==> config.mk <==
export PLATFORM = sky130hd
export DESIGN_NAME = pts_reorder_window_flat
export DESIGN_NICKNAME = d
export VERILOG_FILES = /design/src/hw/rtl/prw_pkg.sv /design/src/hw/rtl/prw_if.sv /design/src/hw/rtl/pts_reorder_window.sv /design/src/hw/rtl/prw_ctrl.sv /design/src/hw/rtl/prw_dp.sv /design/src/flat_wrapper.sv
export SDC_FILE = /design/constraint.sdc
export NUM_CORES = 2
export LEC_CHECK = 0
export ABC_CLOCK_PERIOD_IN_PS = 9300
export BUFFER_PORTS_ARGS = -buffer_cell sky130_fd_sc_hd__buf_2
export CORE_ASPECT_RATIO = 1.4
export CORE_MARGIN = 2
export CORE_UTILIZATION = 35
export DETAILED_ROUTE_END_ITERATION = 10
export SLEW_MARGIN = 20
export SYNTH_ARGS = -nofsm -noshare
export SYNTH_HDL_FRONTEND = slang
export SYNTH_SLANG_ARGS = --single-unit
==> constraint.sdc <==
create_clock -name i_clk -period 9.3 [get_ports i_clk]
set_clock_uncertainty 0.15 [all_clocks]
set_input_delay 0.465 -clock i_clk [delete_from_list [all_inputs] [get_ports i_clk]]
set_output_delay 0.465 -clock i_clk [all_outputs]
set_load 0.02 [all_outputs]
==> src/hw/rtl/prw_pkg.sv <==
// ----------------------------------------------------------------------------
// prw_pkg
// Shared constants, types and codes for the timestamp reorder window.
// ----------------------------------------------------------------------------
package prw_pkg;

    localparam int DEPTH          = 16;
    localparam int IDX_W          = $clog2(DEPTH);
    localparam int FILL_W         = $clog2(DEPTH + 1);
    localparam int PTS_W          = 48;
    localparam int TAG_W          = 16;
    localparam int CNT_W          = 5;
    localparam int SW_W           = 5;
    localparam int OVR_W          = 4;
    localparam int WIN_RAW_W      = 5;
    localparam int CFG_DW         = 5;
    localparam int CFG_IW         = 1;
    localparam int DEFAULT_WINDOW = 4;

    localparam logic [CFG_IW-1:0] REG_WINDOW_OVERRIDE = 1'b0;
    localparam logic [CFG_IW-1:0] REG_HEADER_DEPTH    = 1'b1;

    localparam logic OP_PUSH  = 1'b0;
    localparam logic OP_FLUSH = 1'b1;

    typedef struct packed {
        logic signed [PTS_W-1:0] pts;
        logic [TAG_W-1:0]        tag;
        logic [CNT_W-1:0]        cnt;
    } t_entry;

    typedef struct packed {
        logic             wr_en;
        logic             wr_from_in;
        logic [IDX_W-1:0] wr_addr;
        logic             rd_en;
        logic             rd_scan;
        logic [IDX_W-1:0] rd_addr;
        logic             scan_start;
        logic             mask_clr;
        logic             mask_set;
        logic             emit;
        logic             emit_last;
    } t_cmd;

    typedef struct packed {
        logic             out_busy;
        logic [IDX_W-1:0] best_idx;
    } t_sts;

endpackage

==> src/hw/rtl/prw_if.sv <==
// ----------------------------------------------------------------------------
// prw_if
// Valid/ready channels for packet results in and released entries out.
// ----------------------------------------------------------------------------
interface prw_in_if;
    import prw_pkg::*;

    logic                    valid;
    logic                    ready;
    logic                    operation;
    logic signed [PTS_W-1:0] pts_ms;
    logic [TAG_W-1:0]        payload_tag;
    logic [CNT_W-1:0]        triplet_cnt;
    logic signed [SW_W-1:0]  stream_window;

    modport source (
        output valid, operation, pts_ms, payload_tag, triplet_cnt, stream_window,
        input  ready
    );
    modport sink (
        input  valid, operation, pts_ms, payload_tag, triplet_cnt, stream_window,
        output ready
    );
endinterface

interface prw_out_if;
    import prw_pkg::*;

    logic                    valid;
    logic                    ready;
    logic signed [PTS_W-1:0] out_pts_ms;
    logic [TAG_W-1:0]        out_tag;
    logic [CNT_W-1:0]        out_count;
    logic                    last;

    modport source (
        output valid, out_pts_ms, out_tag, out_count, last,
        input  ready
    );
    modport sink (
        input  valid, out_pts_ms, out_tag, out_count, last,
        output ready
    );
endinterface

==> src/hw/rtl/pts_reorder_window.sv <==
// ----------------------------------------------------------------------------
// pts_reorder_window
// Timestamp reorder buffer that releases caption entries in time order.
// ----------------------------------------------------------------------------
//  Channel   Dir  Handshake           Contents
//  i_in      in   valid/ready         operation, pts_ms, payload_tag,
//                                     triplet_cnt, stream_window
//  o_out     out  valid/ready         out_pts_ms, out_tag, out_count, last
//  i_cfg_*   in   write enable only   register index, write data
//
//  One transaction is taken at a time. Each release is found by a linear
//  scan of the single-read-port slot memory over every entry held, and a
//  flush does one full scan per released entry. Reset is synchronous and
//  empties the buffer; slot contents are not cleared. A stalled output
//  holds the sequencer in place.
// ----------------------------------------------------------------------------
module pts_reorder_window (
    input  logic                       i_clk,
    input  logic                       i_rst_n,
    prw_in_if.sink                     i_in,
    prw_out_if.source                  o_out,
    input  logic                       i_cfg_we,
    input  logic [prw_pkg::CFG_IW-1:0] i_cfg_idx,
    input  logic [prw_pkg::CFG_DW-1:0] i_cfg_data
);
    import prw_pkg::*;

    t_cmd   cmd;
    t_sts   sts;
    t_entry in_entry;
    t_entry out_entry;
    logic   in_ready;

    assign in_entry.pts = i_in.pts_ms;
    assign in_entry.tag = i_in.payload_tag;
    assign in_entry.cnt = i_in.triplet_cnt;
    assign i_in.ready   = in_ready;

    prw_ctrl u_ctrl (
        .i_clk      (i_clk),
        .i_rst_n    (i_rst_n),
        .i_in_valid (i_in.valid),
        .o_in_ready (in_ready),
        .i_in_op    (i_in.operation),
        .i_in_cnt   (i_in.triplet_cnt),
        .i_in_sw    (i_in.stream_window),
        .i_cfg_we   (i_cfg_we),
        .i_cfg_idx  (i_cfg_idx),
        .i_cfg_data (i_cfg_data),
        .i_sts      (sts),
        .o_cmd      (cmd)
    );

    prw_dp u_dp (
        .i_clk       (i_clk),
        .i_rst_n     (i_rst_n),
        .i_cmd       (cmd),
        .i_in_entry  (in_entry),
        .i_out_ready (o_out.ready),
        .o_out_valid (o_out.valid),
        .o_out_entry (out_entry),
        .o_out_last  (o_out.last),
        .o_sts       (sts)
    );

    assign o_out.out_pts_ms = out_entry.pts;
    assign o_out.out_tag    = out_entry.tag;
    assign o_out.out_count  = out_entry.cnt;

endmodule

==> src/hw/rtl/prw_ctrl.sv <==
// ----------------------------------------------------------------------------
// prw_ctrl
// Sequencer: configuration registers, fill level, window and slot scans.
// ----------------------------------------------------------------------------
module prw_ctrl (
    input  logic                           i_clk,
    input  logic                           i_rst_n,
    input  logic                           i_in_valid,
    output logic                           o_in_ready,
    input  logic                           i_in_op,
    input  logic [prw_pkg::CNT_W-1:0]      i_in_cnt,
    input  logic signed [prw_pkg::SW_W-1:0] i_in_sw,
    input  logic                           i_cfg_we,
    input  logic [prw_pkg::CFG_IW-1:0]     i_cfg_idx,
    input  logic [prw_pkg::CFG_DW-1:0]     i_cfg_data,
    input  prw_pkg::t_sts                  i_sts,
    output prw_pkg::t_cmd                  o_cmd
);
    import prw_pkg::*;

    localparam logic [2:0] S_IDLE    = 3'd0;
    localparam logic [2:0] S_CHECK   = 3'd1;
    localparam logic [2:0] S_SCAN    = 3'd2;
    localparam logic [2:0] S_WAIT    = 3'd3;
    localparam logic [2:0] S_EMIT    = 3'd4;
    localparam logic [2:0] S_MOVE_RD = 3'd5;
    localparam logic [2:0] S_MOVE_WR = 3'd6;

    logic [2:0]              r_state, n_state;
    logic [FILL_W-1:0]       r_fill, n_fill;
    logic [FILL_W-1:0]       r_remain, n_remain;
    logic [FILL_W-1:0]       r_cnt, n_cnt;
    logic                    r_flush, n_flush;
    logic [IDX_W-1:0]        r_window, n_window;
    logic [OVR_W-1:0]        r_ovr, n_ovr;
    logic signed [SW_W-1:0]  r_hdr, n_hdr;
    logic signed [SW_W-1:0]  r_learned, n_learned;

    logic                    accept;
    logic [WIN_RAW_W-1:0]    win_raw;
    logic [IDX_W-1:0]        win_sat;
    logic [FILL_W-1:0]       fill_m1;
    logic                    last_hit;

    assign o_in_ready = (r_state == S_IDLE);
    assign accept     = i_in_valid && o_in_ready;
    assign fill_m1    = r_fill - FILL_W'(1);

    // Configuration registers and the learned depth. A header write forgets
    // whatever depth was learned from the stream.
    always_comb begin
        n_ovr     = r_ovr;
        n_hdr     = r_hdr;
        n_learned = r_learned;
        if (accept && i_in_op == OP_PUSH && !i_in_sw[SW_W-1] && r_hdr[SW_W-1]
            && r_learned[SW_W-1]) begin
            n_learned = i_in_sw;
        end
        if (i_cfg_we) begin
            case (i_cfg_idx)
                REG_WINDOW_OVERRIDE: n_ovr = i_cfg_data[OVR_W-1:0];
                REG_HEADER_DEPTH: begin
                    n_hdr     = $signed(i_cfg_data[SW_W-1:0]);
                    n_learned = -SW_W'(1);
                end
                default: ;
            endcase
        end
    end

    // Window seen by this push, using the depth learned from it.
    always_comb begin
        if (r_ovr != '0) begin
            win_raw = WIN_RAW_W'(r_ovr);
        end else if (!r_hdr[SW_W-1]) begin
            win_raw = WIN_RAW_W'(r_hdr);
        end else if (!n_learned[SW_W-1]) begin
            win_raw = WIN_RAW_W'(n_learned);
        end else begin
            win_raw = WIN_RAW_W'(DEFAULT_WINDOW);
        end
        if (int'(win_raw) > DEPTH - 1) begin
            win_sat = IDX_W'(DEPTH - 1);
        end else begin
            win_sat = IDX_W'(win_raw);
        end
    end

    assign last_hit = r_flush ? (r_remain == FILL_W'(1))
                              : (fill_m1 <= FILL_W'(r_window));

    always_comb begin
        n_state  = r_state;
        n_fill   = r_fill;
        n_remain = r_remain;
        n_cnt    = r_cnt;
        n_flush  = r_flush;
        n_window = r_window;
        o_cmd    = '0;
        case (r_state)
            S_IDLE: begin
                if (accept) begin
                    if (i_in_op == OP_FLUSH) begin
                        n_flush = 1'b1;
                        if (r_fill != '0) begin
                            n_remain       = r_fill;
                            n_cnt          = '0;
                            o_cmd.mask_clr = 1'b1;
                            n_state        = S_SCAN;
                        end
                    end else begin
                        n_flush        = 1'b0;
                        n_window       = win_sat;
                        o_cmd.mask_clr = 1'b1;
                        if (i_in_cnt != '0 && r_fill < FILL_W'(DEPTH)) begin
                            o_cmd.wr_en      = 1'b1;
                            o_cmd.wr_from_in = 1'b1;
                            o_cmd.wr_addr    = r_fill[IDX_W-1:0];
                            n_fill           = r_fill + FILL_W'(1);
                        end
                        n_state = S_CHECK;
                    end
                end
            end
            S_CHECK: begin
                if (r_fill > FILL_W'(r_window)) begin
                    n_cnt   = '0;
                    n_state = S_SCAN;
                end else begin
                    n_state = S_IDLE;
                end
            end
            S_SCAN: begin
                o_cmd.rd_en      = 1'b1;
                o_cmd.rd_scan    = 1'b1;
                o_cmd.rd_addr    = r_cnt[IDX_W-1:0];
                o_cmd.scan_start = (r_cnt == '0);
                if (r_cnt == fill_m1) begin
                    n_state = S_WAIT;
                end else begin
                    n_cnt = r_cnt + FILL_W'(1);
                end
            end
            S_WAIT: begin
                n_state = S_EMIT;
            end
            S_EMIT: begin
                if (!i_sts.out_busy) begin
                    o_cmd.emit      = 1'b1;
                    o_cmd.emit_last = last_hit;
                    if (r_flush) begin
                        o_cmd.mask_set = 1'b1;
                        n_remain       = r_remain - FILL_W'(1);
                        if (last_hit) begin
                            n_fill  = '0;
                            n_state = S_IDLE;
                        end else begin
                            n_cnt   = '0;
                            n_state = S_SCAN;
                        end
                    end else begin
                        n_state = S_MOVE_RD;
                    end
                end
            end
            S_MOVE_RD: begin
                o_cmd.rd_en   = 1'b1;
                o_cmd.rd_addr = fill_m1[IDX_W-1:0];
                n_state       = S_MOVE_WR;
            end
            S_MOVE_WR: begin
                // The last slot fills the hole left by the released entry.
                o_cmd.wr_en   = 1'b1;
                o_cmd.wr_addr = i_sts.best_idx;
                n_fill        = fill_m1;
                n_state       = S_CHECK;
            end
            default: begin
                n_state = S_IDLE;
            end
        endcase
    end

    always_ff @(posedge i_clk) begin
        if (!i_rst_n) begin
            r_state   <= S_IDLE;
            r_fill    <= '0;
            r_remain  <= '0;
            r_cnt     <= '0;
            r_flush   <= 1'b0;
            r_window  <= '0;
            r_ovr     <= '0;
            r_hdr     <= -SW_W'(1);
            r_learned <= -SW_W'(1);
        end else begin
            r_state   <= n_state;
            r_fill    <= n_fill;
            r_remain  <= n_remain;
            r_cnt     <= n_cnt;
            r_flush   <= n_flush;
            r_window  <= n_window;
            r_ovr     <= n_ovr;
            r_hdr     <= n_hdr;
            r_learned <= n_learned;
        end
    end

endmodule

==> src/hw/rtl/prw_dp.sv <==
// ----------------------------------------------------------------------------
// prw_dp
// Slot memory, minimum search, flush mask and output register.
// ----------------------------------------------------------------------------
module prw_dp (
    input  logic            i_clk,
    input  logic            i_rst_n,
    input  prw_pkg::t_cmd   i_cmd,
    input  prw_pkg::t_entry i_in_entry,
    input  logic            i_out_ready,
    output logic            o_out_valid,
    output prw_pkg::t_entry o_out_entry,
    output logic            o_out_last,
    output prw_pkg::t_sts   o_sts
);
    import prw_pkg::*;

    t_entry           r_mem [DEPTH];
    t_entry           r_rd_data;
    logic [IDX_W-1:0] r_rd_idx;
    logic             r_scan_vld;
    logic [DEPTH-1:0] r_mask;
    t_entry           r_best;
    logic [IDX_W-1:0] r_best_idx;
    logic             r_best_vld;
    logic             r_out_vld;
    t_entry           r_out;
    logic             r_out_last;

    logic             take;

    always_ff @(posedge i_clk) begin
        if (i_cmd.wr_en) begin
            r_mem[i_cmd.wr_addr] <= i_cmd.wr_from_in ? i_in_entry : r_rd_data;
        end
        if (i_cmd.rd_en) begin
            r_rd_data <= r_mem[i_cmd.rd_addr];
        end
        r_rd_idx <= i_cmd.rd_addr;
    end

    // Strict less-than keeps the lowest slot on equal timestamps. During a
    // flush, entries already released are masked out of the search.
    assign take = r_scan_vld && !r_mask[r_rd_idx]
                  && (!r_best_vld || ($signed(r_rd_data.pts) < $signed(r_best.pts)));

    always_ff @(posedge i_clk) begin
        if (take) begin
            r_best     <= r_rd_data;
            r_best_idx <= r_rd_idx;
        end
        if (i_cmd.emit) begin
            r_out      <= r_best;
            r_out_last <= i_cmd.emit_last;
        end
    end

    always_ff @(posedge i_clk) begin
        if (!i_rst_n) begin
            r_scan_vld <= 1'b0;
            r_best_vld <= 1'b0;
            r_mask     <= '0;
            r_out_vld  <= 1'b0;
        end else begin
            r_scan_vld <= i_cmd.rd_en && i_cmd.rd_scan;
            if (i_cmd.scan_start) begin
                r_best_vld <= 1'b0;
            end else if (take) begin
                r_best_vld <= 1'b1;
            end
            if (i_cmd.mask_clr) begin
                r_mask <= '0;
            end else if (i_cmd.mask_set) begin
                r_mask[r_best_idx] <= 1'b1;
            end
            if (i_cmd.emit) begin
                r_out_vld <= 1'b1;
            end else if (i_out_ready) begin
                r_out_vld <= 1'b0;
            end
        end
    end

    assign o_out_valid    = r_out_vld;
    assign o_out_entry    = r_out;
    assign o_out_last     = r_out_last;
    assign o_sts.out_busy = r_out_vld && !i_out_ready;
    assign o_sts.best_idx = r_best_idx;

endmodule

==> src/flat_wrapper.sv <==
// flat-port wrapper written by rule: the top's interface ports become plain ports
module pts_reorder_window_flat import prw_pkg::*;
  (i_clk, i_rst_n, i_cfg_we, i_cfg_idx, i_cfg_data, i_in_valid, i_in_operation, i_in_pts_ms, i_in_payload_tag, i_in_triplet_cnt, i_in_stream_window, i_in_ready, o_out_valid, o_out_out_pts_ms, o_out_out_tag, o_out_out_count, o_out_last, o_out_ready);
  prw_in_if i_in_i ();
  prw_out_if o_out_i ();
  input  logic i_clk;
  input  logic i_rst_n;
  input  logic i_cfg_we;
  input  logic [prw_pkg::CFG_IW-1:0] i_cfg_idx;
  input  logic [prw_pkg::CFG_DW-1:0] i_cfg_data;
  input wire logic [$bits(i_in_i.valid)-1:0] i_in_valid;
  input wire logic [$bits(i_in_i.operation)-1:0] i_in_operation;
  input wire logic [$bits(i_in_i.pts_ms)-1:0] i_in_pts_ms;
  input wire logic [$bits(i_in_i.payload_tag)-1:0] i_in_payload_tag;
  input wire logic [$bits(i_in_i.triplet_cnt)-1:0] i_in_triplet_cnt;
  input wire logic [$bits(i_in_i.stream_window)-1:0] i_in_stream_window;
  output wire logic [$bits(i_in_i.ready)-1:0] i_in_ready;
  output wire logic [$bits(o_out_i.valid)-1:0] o_out_valid;
  output wire logic [$bits(o_out_i.out_pts_ms)-1:0] o_out_out_pts_ms;
  output wire logic [$bits(o_out_i.out_tag)-1:0] o_out_out_tag;
  output wire logic [$bits(o_out_i.out_count)-1:0] o_out_out_count;
  output wire logic [$bits(o_out_i.last)-1:0] o_out_last;
  input wire logic [$bits(o_out_i.ready)-1:0] o_out_ready;
  assign i_in_i.valid = i_in_valid;
  assign i_in_i.operation = i_in_operation;
  assign i_in_i.pts_ms = i_in_pts_ms;
  assign i_in_i.payload_tag = i_in_payload_tag;
  assign i_in_i.triplet_cnt = i_in_triplet_cnt;
  assign i_in_i.stream_window = i_in_stream_window;
  assign i_in_ready = i_in_i.ready;
  assign o_out_valid = o_out_i.valid;
  assign o_out_out_pts_ms = o_out_i.out_pts_ms;
  assign o_out_out_tag = o_out_i.out_tag;
  assign o_out_out_count = o_out_i.out_count;
  assign o_out_last = o_out_i.last;
  assign o_out_i.ready = o_out_ready;
  pts_reorder_window u_core (.i_clk(i_clk), .i_rst_n(i_rst_n), .i_in(i_in_i), .o_out(o_out_i), .i_cfg_we(i_cfg_we), .i_cfg_idx(i_cfg_idx), .i_cfg_data(i_cfg_data));
endmodule
=== Word level (Yosys, flattened, before mapping) ===
Memories as Yosys holds them, arrays and structs flattened. A register that Yosys moved wholly into a read port is not among the register bits.
Index checks and enable logic that the tools add are counted.
W data, S select, Z words.

* Memories: 1
* Output and inout port bits: 72
* Logic and storage cells: 164
* Input port bits: 86
* Register bits: 203
* Memory bits (writable): 1,104

{| class="wikitable"
|+ Memories
! memory !! words !! width !! rd ports !! clocked after memory_dff !! write ports !! RTL line !! source
|-
| u_core.u_dp.r_mem || 16 || 69 || 1 || 1 || 1 || prw_dp.sv:18 || <nowiki>t_entry r_mem [DEPTH];</nowiki>
|}

* $add $sub $neg: 4
* Order comparisons: 8
* Reduce and logical (&&, ||, !) cells: 37
* Muxes and demuxes: 66
* Bitwise operators: 5
* Equality and inequality tests: 21

{| class="wikitable"
|+ Operators with widths
! kind !! number
|-
| $mux W5 || 22
|-
| $mux W69 || 1
|-
| $lt A48 B48 Y1 || 1
|-
| $mux W3 || 8
|-
| $pmux W3 S7 || 1
|-
| $pmux W5 S4 || 1
|-
| $mux W6 || 3
|-
| $ne A2 B2 Y1 const B || 9
|-
| $mux W1 || 17
|-
| $mux W4 || 4
|-
| $or A16 B16 Y16 || 1
|-
| $pmux W4 S2 || 2
|-
| $pmux W5 S3 || 1
|-
| $logic_and A1 B1 Y1 || 11
|-
| $add A5 B1 Y5 const B || 2
|-
| $lt A4 B5 Y1 const B || 2
|-
| $pmux W5 S2 || 1
|-
| $reduce_bool A5 Y1 || 2
|-
| $sub A5 B1 Y5 const B || 2
|-
| $eq A3 B3 Y1 const B || 3
|-
| $reduce_and A9 Y1 || 1
|-
| $reduce_bool A4 Y1 || 2
|-
| $reduce_or A2 Y1 || 4
|-
| $reduce_and A7 Y1 || 1
|-
| 26 further kinds || 39
|}

=== Logic depth before layout (Yosys ltp) ===
* Word-level depth: 14
* Gate-level depth with buffers: 13
* Gate-level depth less buffers: 10

=== Cells and area by module ===
Synthesis repeated with hierarchy kept, for this count alone.

* Cells, all modules: 2,444
* Area total of the unflattened synthesis: 53,337.4 sq um

{| class="wikitable"
|+ By module, submodules not included
! module !! seq. area each (sq um) !! cells an instance !! area each (sq um) !! instances
|-
| prw_dp || 39,978.3 || 2,093 || 50,673.6 || 1
|-
| prw_ctrl || 740.7 || 351 || 2,663.8 || 1
|}

=== Worst setup path before layout ===
Ideal clock, no wire load.

* Kind: reg-to-reg
* From: register u_core.u_dp.r_rd_idx[0]
* To: register u_core.u_dp.r_best[0] (netlist name) (enable)
* Arrival time: 7.022 ns
* Buffers on the path: 0
* Required time: 8.537 ns
* Setup slack: 1.515 ns
* Library setup time: 0.613 ns
* Clock period less this slack: 7.785 ns
* Stages on the path, launching flop included: 6
* Cells stage by stage: dfxtp_1 -> mux4_2 -> mux4_2 -> nor2b_1 -> inv_1 -> a211oi_1

* Word-level cells in the longest chain between the ends: 5

{| class="wikitable"
|+ Ends and longest elaborated chain
! item !! RTL line !! source
|-
| start: declaration || prw_dp.sv:20 || <nowiki>logic [IDX_W-1:0] r_rd_idx;</nowiki>
|-
| start signal: assignment || prw_dp.sv:39 || <nowiki>r_rd_idx <= i_cmd.rd_addr;</nowiki>
|-
| $bmux W1 S4 || prw_dp.sv:44 || <nowiki>assign take = r_scan_vld && !r_mask[r_rd_idx]</nowiki>
|-
| $mux W1 (not written as such) || prw_dp.sv:44 ||
|-
| $logic_not A1 Y1 || prw_dp.sv:44 ||
|-
| $logic_and A1 B1 Y1 || prw_dp.sv:44 ||
|-
| $logic_and A1 B1 Y1 || prw_dp.sv:45 || <nowiki>&& (!r_best_vld || ($signed(r_rd_data.pts) < $signed(r_best.pts)));</nowiki>
|-
| net u_core.u_dp.take || prw_dp.sv:30 || <nowiki>logic take;</nowiki>
|-
| end signal: assignment || prw_dp.sv:49 || <nowiki>r_best <= r_rd_data;</nowiki>
|-
| end: declaration || prw_dp.sv:23 || <nowiki>t_entry r_best;</nowiki>
|}

The timed path passes the listed nets, and every way through them passes these cells. The select of a mux whose other input is x is not followed.
A chain may end at the register's enable or synchronous reset.

=== Worst setup path after layout ===
* From: register u_core.u_ctrl.r_state[2]
* To: memory u_core.u_dp.r_mem[1][30] (netlist name) (enable)

* Word-level cells in the longest chain between the ends: 6
* Elaborated cells on any way between the ends: 8
* Classes of those cells: 1 x eq/ne; 5 x mux; 2 x reduce/logical

{| class="wikitable"
|+ Ends and longest elaborated chain
! item !! RTL line !! source
|-
| start: declaration || prw_ctrl.sv:29 || <nowiki>logic [2:0] r_state, n_state;</nowiki>
|-
| start signal: assignment || prw_ctrl.sv:196 || <nowiki>r_state <= n_state;</nowiki>
|-
| $logic_not A3 Y1 || prw_ctrl.sv:45, prw_ctrl.sv:100 ||
|-
| $logic_and A1 B1 Y1 || prw_ctrl.sv:46 || <nowiki>assign accept = i_in_valid && o_in_ready;</nowiki>
|-
| $mux W6 || prw_ctrl.sv:102 || <nowiki>if (accept) begin</nowiki>
|-
| $pmux W1 S2 || prw_ctrl.sv:100 || <nowiki>case (r_state)</nowiki>
|-
| $mux W1 || prw_dp.sv:33 || <nowiki>if (i_cmd.wr_en) begin</nowiki>
|-
| $mux W1 || prw_dp.sv:34 || <nowiki>r_mem[i_cmd.wr_addr] <= i_cmd.wr_from_in ? i_in_entry : r_rd_data;</nowiki>
|-
| end: declaration || prw_dp.sv:18 ||
|}

Several ways; a longest one is shown, not always the timed one.

==> flow_metrics.env <==
export IMPL_via_per_inst=5.41
export IMPL_stdcell_area_um2=62100
export IMPL_grt_max_degree=202
export IMPL_row_count=172
export IMPL_drv_slew=0
export IMPL_synthMostInstantiatedCell="edfxtp_1"
export IMPL_crit_top_cell="buf_4"
export IMPL_fmax_ghz=0.177
export IMPL_seq_area_frac_synth=0.740
export IMPL_grt_pass1_wl_um=213000
export IMPL_syn_area_um2=55100
export IMPL_port_buffers=157
export IMPL_wl_um=144000
export IMPL_synth_seq_cells=1376
export IMPL_yosysWarnings=0
export IMPL_path_class="flop to flop"
export IMPL_drc_errors=0
export IMPL_die_w_um=339
export IMPL_crit_required_ns=9.50
export IMPL_cellLeakagePower_nw=20.7
export IMPL_postRouteAntennaNets=0
export IMPL_synth_ff_type="edfxtp_1"
export IMPL_core_area_um2=157000
export IMPL_hp_start="i_cfg_idx"
export IMPL_fin_crit_sh=0.608
export IMPL_synth_common_cells="edfxtp_1, nand2_1, a211oi_1, a31oi_1, and3_1"
export IMPL_cp_end_kind="flop"
export IMPL_gp_routability_congestion=0.772
export IMPL_relSlewSlack=0.195
export IMPL_h_tree_depth=3
export IMPL_cp_start_kind="flop"
export IMPL_drive_above_1_share=0.124
export IMPL_fin_crit_ns=5.65
export IMPL_r2r_setup_slack_ns=3.65
export IMPL_cts_buffers=119
export IMPL_post_dp_hpwl_um=77200
export IMPL_grt_overflow_total=0
export IMPL_drt_first_pass_iters=5
export IMPL_synth_edf_count=1316
export IMPL_drv_cap=0
export IMPL_setup_tns_ns=0
export IMPL_arrival_ns=5.85
export IMPL_die_y_um=473
export IMPL_reg2reg_from="u_core.u_ctrl.r_state[2]"
export IMPL_antenna_found_initial=17
export IMPL_critPathMaxStageDelay_ns=0.93
export IMPL_synth_net_count=4012
export IMPL_ir_drop_mv=0.151
export IMPL_wl_per_cell_um=23.5
export IMPL_synth_area_leaders="edfxtp_1, nand2_1, a211oi_1"
export IMPL_ios=158
export IMPL_synth_largest_area_cell="edfxtp_1"
export IMPL_max_slew_worst_pin_slew_ns=1.21
export IMPL_post_place_ws_ns=3.56
export IMPL_powerDensity_nw_per_um2=208
export IMPL_post_dp_cell_area_um2=58100
export IMPL_hold_class="primary input to flop"
export IMPL_dieArea_um2=161000
export IMPL_fin_nets=4086
export IMPL_synth_distinct_cells=68
export IMPL_start_util=0.351
export IMPL_cp_max_fo=51
export IMPL_num_vias=33100
export IMPL_fin_ws_ns=3.65
export IMPL_hold_end="u_core.u_ctrl.r_learned[0]"
export IMPL_numClockSinks=1376
export IMPL_path_cells="or4b_4 -> a2111oi_4 -> buf_4 -> buf_4 -> nand2_1 -> o21ai_0 -> nand2_1 -> nor2_4 -> buf_4"
export IMPL_reg2reg_depth=9
export IMPL_rsz0062_at_grt="false"
export IMPL_finalPower_mw=12.9
export IMPL_hold_violations=0
export IMPL_r2r_end="u_core.u_dp.r_mem[1][30]"
export IMPL_clock_latency_ns=0.75
export IMPL_cts_root_buf="clkbuf_16"
export IMPL_drtIter0Drc=2872
export IMPL_setup_viol=0
export IMPL_cp_slowest_cell="buf_4"
export IMPL_min_path_cells=3
export IMPL_area_delta_synth_final_pct=12.7
export IMPL_avgSynthCellArea_um2=14.2
export IMPL_postCtsResizedCells=0
export IMPL_outcome="completed"
export IMPL_synthArstFlopShare=0
export IMPL_cts_tree="built"
export IMPL_grt_use_total=0.175
export IMPL_cts_path_max_buffers=3
export IMPL_grt_pass1_vias=32600
export IMPL_yosysTopAreaCellShare=0.718
export IMPL_synthCells=3864
export IMPL_cts_reportedPaths_clkPinSlew_ns=0.06
## worst max-delay path: cells and delay by family, from the launching register on
| kind | cells | cell delay, ns |
|---|---|---|
| flip-flops | 1 | 0.59 |
| AND/OR/NAND/NOR | 4 | 1.68 |
| AO/OA/AOI/OAI | 2 | 0.50 |
| buffers and inverters | 3 | 2.24 |
## per-stage QoR
stage | utilization | cells | hold slack, ns
floorplan | - | 3864 | 0.250
global placement | 0.370 | 5886 | 0.253
detailed placement | 0.371 | 5888 | 0.255
CTS | 0.396 | 6122 | 0.0165
global route | 0.396 | 6124 | 0.0973
finish | 0.396 | 6124 | 0.0712
## flip-flops by register name (all words and copies together), names as in the netlist, 5 cells and up
register,cells
u_core.u_dp.r_mask,16
u_core.u_ctrl.r_learned,5
u_core.u_dp.r_best,69
u_core.u_ctrl.r_hdr,5
u_core.u_ctrl.r_remain,5
u_core.u_dp.o_out_entry,69
u_core.u_ctrl.r_fill,5
u_core.u_dp.r_rd_data,69
u_core.u_dp.r_mem,1104
u_core.u_ctrl.r_cnt,5
## power breakdown
group | total [mW] | leakage (nW) | internal, mW | switching, mW
Sequential | 7.13 | 12.4 | 7.05 | 0.0762
Clock | 4.91 | 1.85 | 2.67 | 2.23
Combinational | 0.849 | 6.50 | 0.250 | 0.598
## layer usage
metal | GRT usage | up-vias | share of wire
met5 | 0 | - | 0.00092
met4 | 0.0590 | 24 | 0.027
met3 | 0.0234 | 220 | 0.051
met2 | 0.307 | 917 | 0.51
met1 | 0.222 | 16900 | 0.41
li1 | - | 15000 | -
## cell families (layout without fill, tap and decap cells)
group	after synthesis	in the layout	synth area share
adders and majority gates	62	62	0.0141
buffers and inverters	349	520	0.0254
muxes	86	86	0.0185
and+or+nand+nor	1140	1140	0.0954
xor gates and xnor gates	8	8	0.00127
DFF	1376	1376	0.740
other	0	1	0
AOI/OAI and AO/OA	843	843	0.106
## repair_timing
action / 4_1_cts / 5_1_grt
buffers inserted: 0 / 0
hold buffers: 16 / 0
endpoints found under the hold margin: 16 / 0
## how the worst max path moves through the flow
stage | slack, ns | end | from | cells past startpoint
2_1_floorplan | 1.51 | u_core.u_dp.r_best[0] | u_core.u_dp.r_rd_idx[0] | 5
3_3_place_gp | 3.64 | u_core.u_dp.r_mem[3][32] | u_core.u_ctrl.r_state[2] | 9
3_5_place_dp | 3.56 | u_core.u_dp.r_mem[1][30] | u_core.u_ctrl.r_state[2] | 9
4_1_cts | 3.60 | u_core.u_dp.r_mem[1][38] | u_core.u_ctrl.r_state[2] | 9
5_1_grt | 3.35 | u_core.u_dp.r_mem[1][29] | u_core.u_ctrl.r_state[2] | 9
6_report | 3.65 | u_core.u_dp.r_mem[1][30] | u_core.u_ctrl.r_state[2] | 9
## layout make-up
class | count | area, µm²
multi-input combinational | 2139 | 13200
clock buffer | 148 | 3140
sequential | 1376 | 40700
tap | 2088 | 2610
timing repair buffer | 233 | 1490
clock inverter | 70 | 648
inverter | 69 | 267
fill | 14500 | 94600
antenna | 1 | 2.50
## placed cells by master, fill, tap and decap left out, types with 4 or more instances in the layout
cell and n:
a211o_1 5, a211oi_1 283, a21o_1 7, a21oi_1 51, a22oi_1 138, a31oi_1 281, and2_1 6, and3_1 278
buf_12 6, buf_2 158, buf_4 51, bufinv_16 10, clkbuf_1 26, clkbuf_16 121, clkinv_1 25, clkinv_2 22
clkinvlp_4 4, dfxtp_1 60, dlygate4sd3_1 16, edfxtp_1 1316, ha_1 62, inv_1 68, mux2_2 75, mux2i_1 6
mux4_2 5, nand2_1 674, nand2b_1 10, nand3_1 25, nand4_1 11, nor2_1 63, nor2_4 19, nor2b_1 14
nor3_1 11, o211ai_1 4, o21a_1 6, o21ai_0 35, or3_1 4, xnor2_1 5
(Power assumes the default switching activity.)
